<file path="src/hw/rtl/alle_pkg.sv">
// shared types and constants of the linked list engine
// no dependencies
package alle_pkg;

  localparam int DEF_SLOTS = 64;
  localparam int KIND_W    = 2;
  localparam int VALUE_W   = 32;
  localparam int IN_DATA_W = 2 * VALUE_W;
  localparam int STATUS_W  = 2;

  typedef enum logic [KIND_W-1:0] {
    KIND_AFTER  = 2'd0,
    KIND_BEFORE = 2'd1,
    KIND_REMOVE = 2'd2
  } kind_t;

  typedef enum logic [STATUS_W-1:0] {
    ST_OK      = 2'd0,
    ST_FULL    = 2'd1,
    ST_EMPTY   = 2'd2,
    ST_MISSING = 2'd3
  } status_t;

endpackage

</file>
<file path="src/hw/rtl/array_linked_list_engine.sv">
// linked list engine: insert after/before or remove by key in a slot table
// trivial requests go from start straight to the result state; remove walks the
// list from the head, insert walks it, scans for a free slot, writes the node, then links it
// one transaction in flight, next one accepted once the result is registered to the output
// reset clears head link, node count and output valid, marks slots 1..SLOTS free
// value and link memories are not cleared, there is no clearing pass
module array_linked_list_engine #(
  parameter int  SLOTS  = alle_pkg::DEF_SLOTS,
  localparam int SLOT_W = $clog2(SLOTS + 1),
  localparam int OUT_W  = ((alle_pkg::STATUS_W + 2 * SLOT_W + 7) / 8) * 8
) (
  input  logic                           clk,
  input  logic                           rst_n,
  input  logic                           in_tvalid,
  output logic                           in_tready,
  input  logic [alle_pkg::IN_DATA_W-1:0] in_tdata,   // key, new_value
  input  logic [alle_pkg::KIND_W-1:0]    in_tuser,   // kind
  output logic                           out_tvalid,
  input  logic                           out_tready,
  output logic [OUT_W-1:0]               out_tdata   // status, slot, count
);
  import alle_pkg::*;

  typedef enum logic [2:0] {
    S_IDLE, S_START, S_WALK, S_SCAN, S_INS_NEW, S_INS_LINK, S_RESULT
  } state_t;

  localparam logic [SLOT_W-1:0] LAST_SLOT = SLOT_W'(SLOTS);
  localparam logic [SLOT_W-1:0] ONE_SLOT  = SLOT_W'(1);

  state_t                    state_r, state_nxt;
  kind_t                     kind_r, kind_nxt;
  logic signed [VALUE_W-1:0] key_r, key_nxt;
  logic signed [VALUE_W-1:0] val_r, val_nxt;
  logic [SLOT_W-1:0]         head_r, head_nxt;
  logic [SLOT_W-1:0]         count_r, count_nxt;
  logic [SLOT_W-1:0]         cur_r, cur_nxt;
  logic [SLOT_W-1:0]         prev_r, prev_nxt;
  logic [SLOT_W-1:0]         hit_link_r, hit_link_nxt;
  logic [SLOT_W-1:0]         fs_r, fs_nxt;
  logic [SLOT_W-1:0]         steps_r, steps_nxt;
  logic [SLOTS:0]            free_r, free_nxt;
  status_t                   res_status_r, res_status_nxt;
  logic [SLOT_W-1:0]         res_slot_r, res_slot_nxt;
  logic                      out_valid_r, out_valid_nxt;
  logic [OUT_W-1:0]          out_data_r, out_data_nxt;

  logic [SLOT_W-1:0]         link_mem [0:SLOTS];
  logic [VALUE_W-1:0]        val_mem  [0:SLOTS];
  logic [SLOT_W-1:0]         rd_link_r;
  logic signed [VALUE_W-1:0] rd_val_r;
  logic [SLOT_W-1:0]         rd_addr;
  logic [SLOT_W-1:0]         wr_addr;
  logic [SLOT_W-1:0]         wr_link;
  logic                      link_we;
  logic                      val_we;
  logic [SLOT_W-1:0]         steps_inc;

  assign in_tready  = (state_r == S_IDLE);
  assign out_tvalid = out_valid_r;
  assign out_tdata  = out_data_r;
  assign steps_inc  = steps_r + ONE_SLOT;

  // link and value memories, one write and one registered read per cycle
  always_ff @(posedge clk) begin
    if (link_we) begin
      link_mem[wr_addr] <= wr_link;
    end
    rd_link_r <= link_mem[rd_addr];
  end

  always_ff @(posedge clk) begin
    if (val_we) begin
      val_mem[wr_addr] <= val_r;
    end
    rd_val_r <= val_mem[rd_addr];
  end

  always_comb begin
    state_nxt      = state_r;
    kind_nxt       = kind_r;
    key_nxt        = key_r;
    val_nxt        = val_r;
    head_nxt       = head_r;
    count_nxt      = count_r;
    cur_nxt        = cur_r;
    prev_nxt       = prev_r;
    hit_link_nxt   = hit_link_r;
    fs_nxt         = fs_r;
    steps_nxt      = steps_r;
    free_nxt       = free_r;
    res_status_nxt = res_status_r;
    res_slot_nxt   = res_slot_r;
    out_valid_nxt  = out_valid_r;
    out_data_nxt   = out_data_r;
    rd_addr        = cur_r;
    wr_addr        = fs_r;
    wr_link        = hit_link_r;
    link_we        = 1'b0;
    val_we         = 1'b0;

    if (out_valid_r && out_tready) begin
      out_valid_nxt = 1'b0;
    end

    case (state_r)
      S_IDLE: begin
        if (in_tvalid) begin
          kind_nxt  = kind_t'(in_tuser);
          key_nxt   = in_tdata[VALUE_W-1:0];
          val_nxt   = in_tdata[IN_DATA_W-1:VALUE_W];
          state_nxt = S_START;
        end
      end
      S_START: begin
        res_slot_nxt = '0;
        state_nxt    = S_RESULT;
        case (kind_r)
          KIND_AFTER, KIND_BEFORE: begin
            if (count_r >= LAST_SLOT) begin
              res_status_nxt = ST_FULL;
            end else if (count_r == '0) begin
              // empty list: key ignored, node goes to slot 1
              wr_addr        = ONE_SLOT;
              wr_link        = '0;
              link_we        = 1'b1;
              val_we         = 1'b1;
              head_nxt       = ONE_SLOT;
              free_nxt[1]    = 1'b0;
              count_nxt      = ONE_SLOT;
              res_status_nxt = ST_OK;
              res_slot_nxt   = ONE_SLOT;
            end else if (head_r == '0 || head_r > LAST_SLOT) begin
              res_status_nxt = ST_MISSING;
            end else begin
              cur_nxt   = head_r;
              prev_nxt  = '0;
              steps_nxt = '0;
              rd_addr   = head_r;
              state_nxt = S_WALK;
            end
          end
          KIND_REMOVE: begin
            if (count_r == '0) begin
              res_status_nxt = ST_EMPTY;
            end else if (head_r == '0 || head_r > LAST_SLOT) begin
              res_status_nxt = ST_MISSING;
            end else begin
              cur_nxt   = head_r;
              prev_nxt  = '0;
              steps_nxt = '0;
              rd_addr   = head_r;
              state_nxt = S_WALK;
            end
          end
          default: begin
            res_status_nxt = ST_MISSING;
          end
        endcase
      end
      S_WALK: begin
        if (rd_val_r == key_r) begin
          hit_link_nxt = rd_link_r;
          if (kind_r == KIND_REMOVE) begin
            if (prev_r == '0) begin
              head_nxt = rd_link_r;
            end else begin
              link_we = 1'b1;
              wr_addr = prev_r;
              wr_link = rd_link_r;
            end
            free_nxt[cur_r] = 1'b1;
            count_nxt       = count_r - ONE_SLOT;
            res_status_nxt  = ST_OK;
            res_slot_nxt    = cur_r;
            state_nxt       = S_RESULT;
          end else begin
            fs_nxt    = ONE_SLOT;
            state_nxt = S_SCAN;
          end
        end else if (steps_inc < LAST_SLOT && rd_link_r != '0 && rd_link_r <= LAST_SLOT) begin
          prev_nxt  = cur_r;
          cur_nxt   = rd_link_r;
          steps_nxt = steps_inc;
          rd_addr   = rd_link_r;
        end else begin
          res_status_nxt = ST_MISSING;
          res_slot_nxt   = '0;
          state_nxt      = S_RESULT;
        end
      end
      S_SCAN: begin
        // lowest free slot, one mark per cycle
        if (free_r[fs_r]) begin
          state_nxt = S_INS_NEW;
        end else if (fs_r == LAST_SLOT) begin
          res_status_nxt = ST_FULL;
          res_slot_nxt   = '0;
          state_nxt      = S_RESULT;
        end else begin
          fs_nxt = fs_r + ONE_SLOT;
        end
      end
      S_INS_NEW: begin
        val_we         = 1'b1;
        link_we        = 1'b1;
        wr_addr        = fs_r;
        wr_link        = (kind_r == KIND_AFTER) ? hit_link_r : cur_r;
        free_nxt[fs_r] = 1'b0;
        state_nxt      = S_INS_LINK;
      end
      S_INS_LINK: begin
        if (kind_r == KIND_AFTER) begin
          link_we = 1'b1;
          wr_addr = cur_r;
          wr_link = fs_r;
        end else if (prev_r == '0) begin
          head_nxt = fs_r;
        end else begin
          link_we = 1'b1;
          wr_addr = prev_r;
          wr_link = fs_r;
        end
        count_nxt      = count_r + ONE_SLOT;
        res_status_nxt = ST_OK;
        res_slot_nxt   = fs_r;
        state_nxt      = S_RESULT;
      end
      S_RESULT: begin
        if (!out_valid_r || out_tready) begin
          out_valid_nxt = 1'b1;
          out_data_nxt  = OUT_W'({count_r, res_slot_r, res_status_r});
          state_nxt     = S_IDLE;
        end
      end
      default: begin
        state_nxt = S_IDLE;
      end
    endcase
  end

  always_ff @(posedge clk) begin
    if (!rst_n) begin
      state_r     <= S_IDLE;
      head_r      <= '0;
      count_r     <= '0;
      free_r      <= {{SLOTS{1'b1}}, 1'b0};
      out_valid_r <= 1'b0;
    end else begin
      state_r     <= state_nxt;
      head_r      <= head_nxt;
      count_r     <= count_nxt;
      free_r      <= free_nxt;
      out_valid_r <= out_valid_nxt;
    end
    kind_r       <= kind_nxt;
    key_r        <= key_nxt;
    val_r        <= val_nxt;
    cur_r        <= cur_nxt;
    prev_r       <= prev_nxt;
    hit_link_r   <= hit_link_nxt;
    fs_r         <= fs_nxt;
    steps_r      <= steps_nxt;
    res_status_r <= res_status_nxt;
    res_slot_r   <= res_slot_nxt;
    out_data_r   <= out_data_nxt;
  end

endmodule

</file>
<file path="config.mk">
export PLATFORM = sky130hd
export DESIGN_NAME = array_linked_list_engine
export DESIGN_NICKNAME = d
export VERILOG_FILES = /design/src/hw/rtl/alle_pkg.sv /design/src/hw/rtl/array_linked_list_engine.sv
export SDC_FILE = /design/constraint.sdc
export NUM_CORES = 2
export LEC_CHECK = 0
export BUFFER_PORTS_ARGS = -buffer_cell sky130_fd_sc_hd__buf_2
export CAP_MARGIN = 10
export CORE_MARGIN = 2
export CORE_UTILIZATION = 50
export CTS_BUF_LIST = sky130_fd_sc_hd__clkbuf_4
export CTS_CLUSTER_SIZE = 20
export DETAILED_ROUTE_END_ITERATION = 8
export PLACE_DENSITY = 0.73
export SYNTH_ARGS = -nofsm -noshare
export SYNTH_HDL_FRONTEND = slang
export SYNTH_SLANG_ARGS = --single-unit
export TNS_END_PERCENT = 20
</file>
<file path="constraint.sdc">
create_clock -name clk -period 7.3 [get_ports clk]
set_clock_uncertainty 0.05 [all_clocks]
set_input_delay 1.46 -clock clk [delete_from_list [all_inputs] [get_ports clk]]
set_output_delay 1.46 -clock clk [all_outputs]
set_load 0.01 [all_outputs]
</file>
# ---- Word level (Yosys, flattened, before mapping)
# Memories as Yosys holds them, arrays and structs flattened. A register that Yosys moved wholly into a read port is not among the register bits.
# Index checks and enable logic that the tools add are counted.
dict set report totals {
  reg_bits 209
  mem_bits_rw 2535
  inputBits 70
  out_inout_bits 18
  elab_cells 215
  mem_count 2
}
dict set report classes {
  addsub 4
  n_lt_le_gt_ge 8
  eq_ne 31
  n_mux 118
  bitwise 3
  reduce_logical 32
}
# memory depth word_bits rd rd_clocked_by_memory_dff wr line
set mem_list {}
lappend mem_list {val_mem 65 32 1 1 1 array_linked_list_engine.sv:49} ;# logic [VALUE_W-1:0] val_mem [0:SLOTS];
lappend mem_list {link_mem 65 7 1 1 1 array_linked_list_engine.sv:48} ;# logic [SLOT_W-1:0] link_mem [0:SLOTS];
# cell count
set op_table {}
lappend op_table {{$mux 7} 50}
lappend op_table {{$mux 65} 2}
lappend op_table {{$pmux 63 s2} 1}
lappend op_table {{$pmux 7 s2} 7}
lappend op_table {{$and 65x65->65} 1}
lappend op_table {{$not 65->65} 1}
lappend op_table {{$or 65x65->65} 1}
lappend op_table {{$pmux 7 s3} 3}
lappend op_table {{$pmux 7 s4} 2}
lappend op_table {{$eq 32x32->1} 1}
lappend op_table {{$mux 3} 10}
lappend op_table {{$ne 2x2->1 const B} 15}
lappend op_table {{$mux 1} 23}
lappend op_table {{$add 7x1->7 const B} 3}
lappend op_table {{$logic_not 7->1} 3}
lappend op_table {{$pmux 3 s7} 1}
lappend op_table {{$mux 2} 9}
lappend op_table {{$lt 7x8->1 const B} 2}
lappend op_table {{$reduce_and 5->1} 3}
lappend op_table {{$demux 1 s7} 2}
lappend op_table {{$ge 7x1->1 const B} 2}
lappend op_table {{$ne 3x3->1 const B} 4}
lappend op_table {{$reduce_and 6->1} 2}
lappend op_table {{$eq 3x3->1 const B} 3}
lappend op_table {{33 further kinds} 45}

# ---- Longest topological paths before layout
dict set report depth {
  depth_word 8
  mapped_depth 16
  ltp_nobuf 13
}

# ---- Worst setup path after synthesis
# OpenSTA, ideal clock, no wires.
dict set report synth_timing {
  kind {flip-flop to flip-flop}
  from {register fs_r[0]}
  to {memory link_mem[0][0] (netlist name) (data pin)}
  setup_ps 727
  t_arrival_ps 4462
  required_ps 6523
  path_slack_ps 2061
  path_stages_with_launch 8
  n_path_buf 4
  period_less_slack_ps 5239
  path_cell_list {edfxtp_1 clkbuf_1 buf_1 clkbuf_1 clkbuf_1 nand2_1 o311a_1 o31ai_1}
}
dict set report synth_via {
  elab_chain_cells 3
}
# element line
set synth_rtl {}
lappend synth_rtl {{from (decl)} array_linked_list_engine.sv:40} ;# logic [SLOT_W-1:0] fs_r, fs_nxt;
lappend synth_rtl {{from (signal assigned)} array_linked_list_engine.sv:262} ;# fs_r <= fs_nxt;
lappend synth_rtl {{$mux 7} array_linked_list_engine.sv:217} ;# end else if (prev_r == '0) begin
lappend synth_rtl {{$mux 7 *} array_linked_list_engine.sv:213} ;# if (kind_r == KIND_AFTER) begin
lappend synth_rtl {{$pmux 7 s4 *} array_linked_list_engine.sv:106} ;# case (state_r)
lappend synth_rtl {{named net wr_link[0]} array_linked_list_engine.sv:54} ;# logic [SLOT_W-1:0] wr_link;
lappend synth_rtl {{to (decl)} array_linked_list_engine.sv:48}
# The timed path passes the listed nets; every way through them passes the cells marked *.

# ---- Final worst setup path
dict set report layout_timing {
  from {register key_r[20]}
  to {register rd_val_r[14] (read register of val_mem)}
}
dict set report layout_via {
  elab_chain_cells 3
}
# element line
set layout_rtl {}
lappend layout_rtl {{from (decl)} array_linked_list_engine.sv:33} ;# logic signed [VALUE_W-1:0] key_r, key_nxt;
lappend layout_rtl {{from (signal assigned)} array_linked_list_engine.sv:257} ;# key_r <= key_nxt;
lappend layout_rtl {{$eq 32x32->1} array_linked_list_engine.sv:162} ;# if (rd_val_r == key_r) begin
lappend layout_rtl {{$mux 7} --}
lappend layout_rtl {{$pmux 7 s2} array_linked_list_engine.sv:106}
lappend layout_rtl {{to (decl)} array_linked_list_engine.sv:51} ;# logic signed [VALUE_W-1:0] rd_val_r;
# Every way passes these cells.
# A chain may end at the register's enable or synchronous reset.

==> results.txt <==
* Maximum root-to-sink buffer count: 4
* Transition time at the pin with the least slew margin: approximately 1.4 ns
- Clock tree synthesis inserted a total of between 600 and 700 buffers.
* Cell area after placement: about 120,000 sq um
- Worst Path Class, Setup: flop to flop
- Initial antenna violation count: 21
* Sequential area share after synthesis: 0.746
- Crit path max-delay family: compound AO/OA/AOI/OAI gates
* Count of hold buffers inserted by post-cts repair: 0
- From bottom edge to top edge, the die measures 474 um.
- CP Cell Sequence: xor2_1 > nor4_1 > buf_4 > nand4_1 > nor2_1 > o2111a_4 > inv_8 > buf_4 > a311oi_1 > a311oi_1 > o311ai_0 > o22a_1
- The detailed router finished its first iteration with ~11,000 violations.
- During synthesis, Yosys emitted a total of 0 warnings.
- The most used flip-flop cell after synthesis is sky130_fd_sc_hd__edfxtp_1.
* Die span in x: roughly 470 um
* Core outline area: around 220,000 sq um
* Row count: 172
* Cell area after layout: ~120,000 sq um
- Share of layout cells above drive strength 1: 0.172
- Average cell area after synthesis: 14.1 sq um
* Pin count of the biggest net entering global routing: approximately 180
- # Max-Cap Violations: 0
* Final critical-path required period: 7.25 ns
- In this run, synthesis produced a sequential element count of roughly 2,800.
- Peak ir drop on the vdd network: between 0.6 and 0.7 mV
- The tightest min-delay check is of the primary input to flop type.
* Mapped Nets: around 7,900
- Footprint of the flip-flops and latches: between 80,000 and 90,000 sq um
- Counting every sink on the clock net gives ~2,800.
* Initial Util: 0.502
- In the final design database the tool counted around 8,400 nets.
- Syn Inst Count: slightly below 8,000
- Worst relative slew slack: 0.0665
- Data required, critical path: between 8 and 9 ns
* Leakage Power: roughly 43 nW
* Worst-path cell with the longest stage delay: sky130_fd_sc_hd__o311ai_0
* Endpoint class of the critical path: flop
- Final ANT Viol Nets: 0
- The die covers approximately 220,000 sq um.
- The first global-routing pass estimated ~460 mm of wire.
- The synthesized netlist contains 83 unique library cells.
* Critical path buffers and inverters: 3
- Area of combinational cells with multiple inputs: ~26,000 sq um
* Max Transition Viols Final: 0
- Biggest fanout along the worst timing path: 106
* Result of the run: finished clean
* DRC violations left: 0
- Summing over every cut layer, the via total after detailed routing is 72,600.
- The top cell types in the final layout, fill and taps aside, are 2,654 x sky130_fd_sc_hd__edfxtp_1, 1,502 x sky130_fd_sc_hd__nand2_1, 969 x sky130_fd_sc_hd__clkbuf_4.
* Mapped cell area: 110,000 sq um
- Via density: approximately 6.2
* Async set-reset flop share out of synthesis: 0
- Arrival time at the worst endpoint: roughly 8.6 ns
- On the worst path, the slowest cell contributes a delay of approximately 1.1 ns.
- Total global-route track usage: 0.276
- Hold Violations, Final: 0
- Most frequent standard cell in the layout excluding fill and tap cells: sky130_fd_sc_hd__edfxtp_1
- Measured on the finished design, the core utilization comes to 0.562.
- Final-report setup violation count: 0
* DRT Pass-1 Iters: 7
* Fill cells: 17,100
- Yosys mapped a number of flops with a built-in enable equal to roughly 2,700.
* Final WL: ~320 mm
- Power Dens Cells: around 400 nW/um^2
* Count of cells resized by post-cts repair: 0
- Clock latency on the worst-skew pair: 1.48 ns
* Final global-route overflow total: 0
- Final period util: 0.993
- Overall power after layout: ~0.049 W
- Unrepaired setup endpoints after global routing: no
- The HPWL after detailed placement is between 150 and 200 mm.
* Number of placed I/O pins: ~90
* Post-CTS Setup Repair Bufs: 0
- Clk pin slew, worst setup/hold paths: ~0.060 ns
- From synthesis to final layout, the design area changed by 11.9%.
- STA classifies the critical path startpoint as a flop.
- Drt wl/cell: roughly 27 um
* Maximum achievable frequency: 138 MHz
- H-tree lvl count: 6
* Clock root buffer: sky130_fd_sc_hd__clkbuf_4
* Final GP Congestion: between 0.9 and 1
- TritonCTS built the clock tree.
* Count of input and output buffers: between 80 and 90
- Setup total negative slack on the finished layout was measured at 0 ns.
* Via count of the first global-routing pass: ~70,000
==> registers in the layout (all words and copies together) (netlist names) <==
name and flops:
cur_r 7, val_r 32, res_status_r 2, key_r 32
out_tdata 16, hit_link_r 7, link_mem 455, kind_r 2
val_mem 2080, steps_r 7, out_tvalid 1, fs_r 7
state_r 3, head_r 7, prev_r 7, free_r 65
rd_val_r 32, count_r 7, rd_link_r 7, res_slot_r 7
==> cell families after synthesis <==
logic type                 Yosys count  share of synthesized area
adders and majority gates            9                    0.00109
and+or+nand+nor                   2631                      0.102
xor gates and xnor gates            44                    0.00349
buffers and inverters              519                     0.0207
AOI/OAI and AO/OA                 1305                     0.0778
muxes                              520                     0.0487
DFF                               2783                      0.746
==> area by class of cell <==
class,instances,share of cell area
Antenna cell,5,0.000101
Clock buffer,969,0.0589
Clock inverter,188,0.00745
Inverter,20,0.000771
Multi-Input combinational cell,4509,0.213
Sequential cell,2783,0.667
Tap cell,2871,0.0291
Timing Repair Buffer,350,0.0236
==> worst paths after layout <==
| check | startpoint | endpoint | slack [ns] | cells after the start |
|---|---|---|---|---|
| setup / recovery | key_r[20] | rd_val_r[14] | 0.05 | 12 |
| hold / removal | in_tdata[20] | key_r[20] | 0.12 | 1 |
| setup reg to reg | key_r[20] | rd_val_r[14] | 0.05 | 12 |
| hold reg to reg | res_slot_r[3] | out_tdata[5] | 0.38 | 0 |
==> layer usage <==
| layer | global-route usage | vias up | part of all wire |
|---|---|---|---|
| li1 | - | 31200 | - |
| met1 | 0.361 | 35400 | 0.36 |
| met2 | 0.430 | 5288 | 0.46 |
| met3 | 0.0790 | 774 | 0.14 |
| met4 | 0.122 | 8 | 0.041 |
| met5 | 0 | - | 0.00018 |
==> power by group <==
group | internal (W) | switching [W] | total, W | leakage, nW
clock network | 0.00633 | 0.00606 | 0.0124 | 4.93
registers | 0.0192 | 0.000323 | 0.0195 | 25.0
logic | 0.00479 | 0.0123 | 0.0171 | 13.5
==> synthesized netlist by cell type, types with 4 or more instances <==
cell | number | area (sq um)
sky130_fd_sc_hd__mux2_2 | 14 | 158
sky130_fd_sc_hd__nand2b_1 | 8 | 50.1
sky130_fd_sc_hd__a2111oi_0 | 11 | 96.3
sky130_fd_sc_hd__edfxtp_1 | 2654 | 79700
sky130_fd_sc_hd__a311oi_1 | 31 | 272
sky130_fd_sc_hd__a211oi_1 | 7 | 52.6
sky130_fd_sc_hd__a222oi_1 | 5 | 50.1
sky130_fd_sc_hd__buf_1 | 62 | 233
sky130_fd_sc_hd__xnor2_1 | 7 | 61.3
sky130_fd_sc_hd__and2_1 | 11 | 68.8
sky130_fd_sc_hd__nand3_1 | 502 | 2510
sky130_fd_sc_hd__a31oi_1 | 50 | 313
sky130_fd_sc_hd__xor2_1 | 37 | 324
sky130_fd_sc_hd__a221oi_1 | 11 | 96.3
sky130_fd_sc_hd__nor2b_1 | 23 | 144
sky130_fd_sc_hd__and3_1 | 100 | 626
sky130_fd_sc_hd__o22ai_1 | 20 | 125
sky130_fd_sc_hd__mux2i_1 | 494 | 4940
sky130_fd_sc_hd__or3_1 | 6 | 37.5
sky130_fd_sc_hd__nor3_1 | 87 | 435
sky130_fd_sc_hd__a41oi_1 | 36 | 315
sky130_fd_sc_hd__o21a_1 | 4 | 30.0
sky130_fd_sc_hd__nand2_1 | 1508 | 5660
sky130_fd_sc_hd__a22o_1 | 38 | 333
sky130_fd_sc_hd__nor2_1 | 285 | 1070
sky130_fd_sc_hd__mux4_2 | 12 | 270
sky130_fd_sc_hd__o211ai_1 | 64 | 480
sky130_fd_sc_hd__dfxtp_1 | 129 | 2580
sky130_fd_sc_hd__o221ai_1 | 199 | 1740
sky130_fd_sc_hd__ha_1 | 8 | 100
sky130_fd_sc_hd__nand4_1 | 13 | 81.3
sky130_fd_sc_hd__nor4_1 | 72 | 450
sky130_fd_sc_hd__clkbuf_1 | 246 | 923
sky130_fd_sc_hd__a22oi_1 | 39 | 293
sky130_fd_sc_hd__o221a_2 | 31 | 349
sky130_fd_sc_hd__inv_1 | 17 | 63.8
sky130_fd_sc_hd__o31ai_1 | 4 | 30.0
sky130_fd_sc_hd__a211o_1 | 5 | 43.8
sky130_fd_sc_hd__buf_4 | 29 | 218
sky130_fd_sc_hd__o21ai_0 | 192 | 961
sky130_fd_sc_hd__a21o_1 | 17 | 128
sky130_fd_sc_hd__a21oi_1 | 506 | 2530
sky130_fd_sc_hd__buf_2 | 157 | 786
==> through the flow <==
stage	setup WS [ns]	cells	hold WS [ns]
floorplan	2.06	7811	0.350
global placement	0.452	10500	0.355
detailed placement	0.386	10500	0.356
CTS	0.362	11700	0.00875
global route	0.327	11700	0.0833
finish	0.0484	11700	0.116
Note: power is estimated with default switching activity, not from simulation.
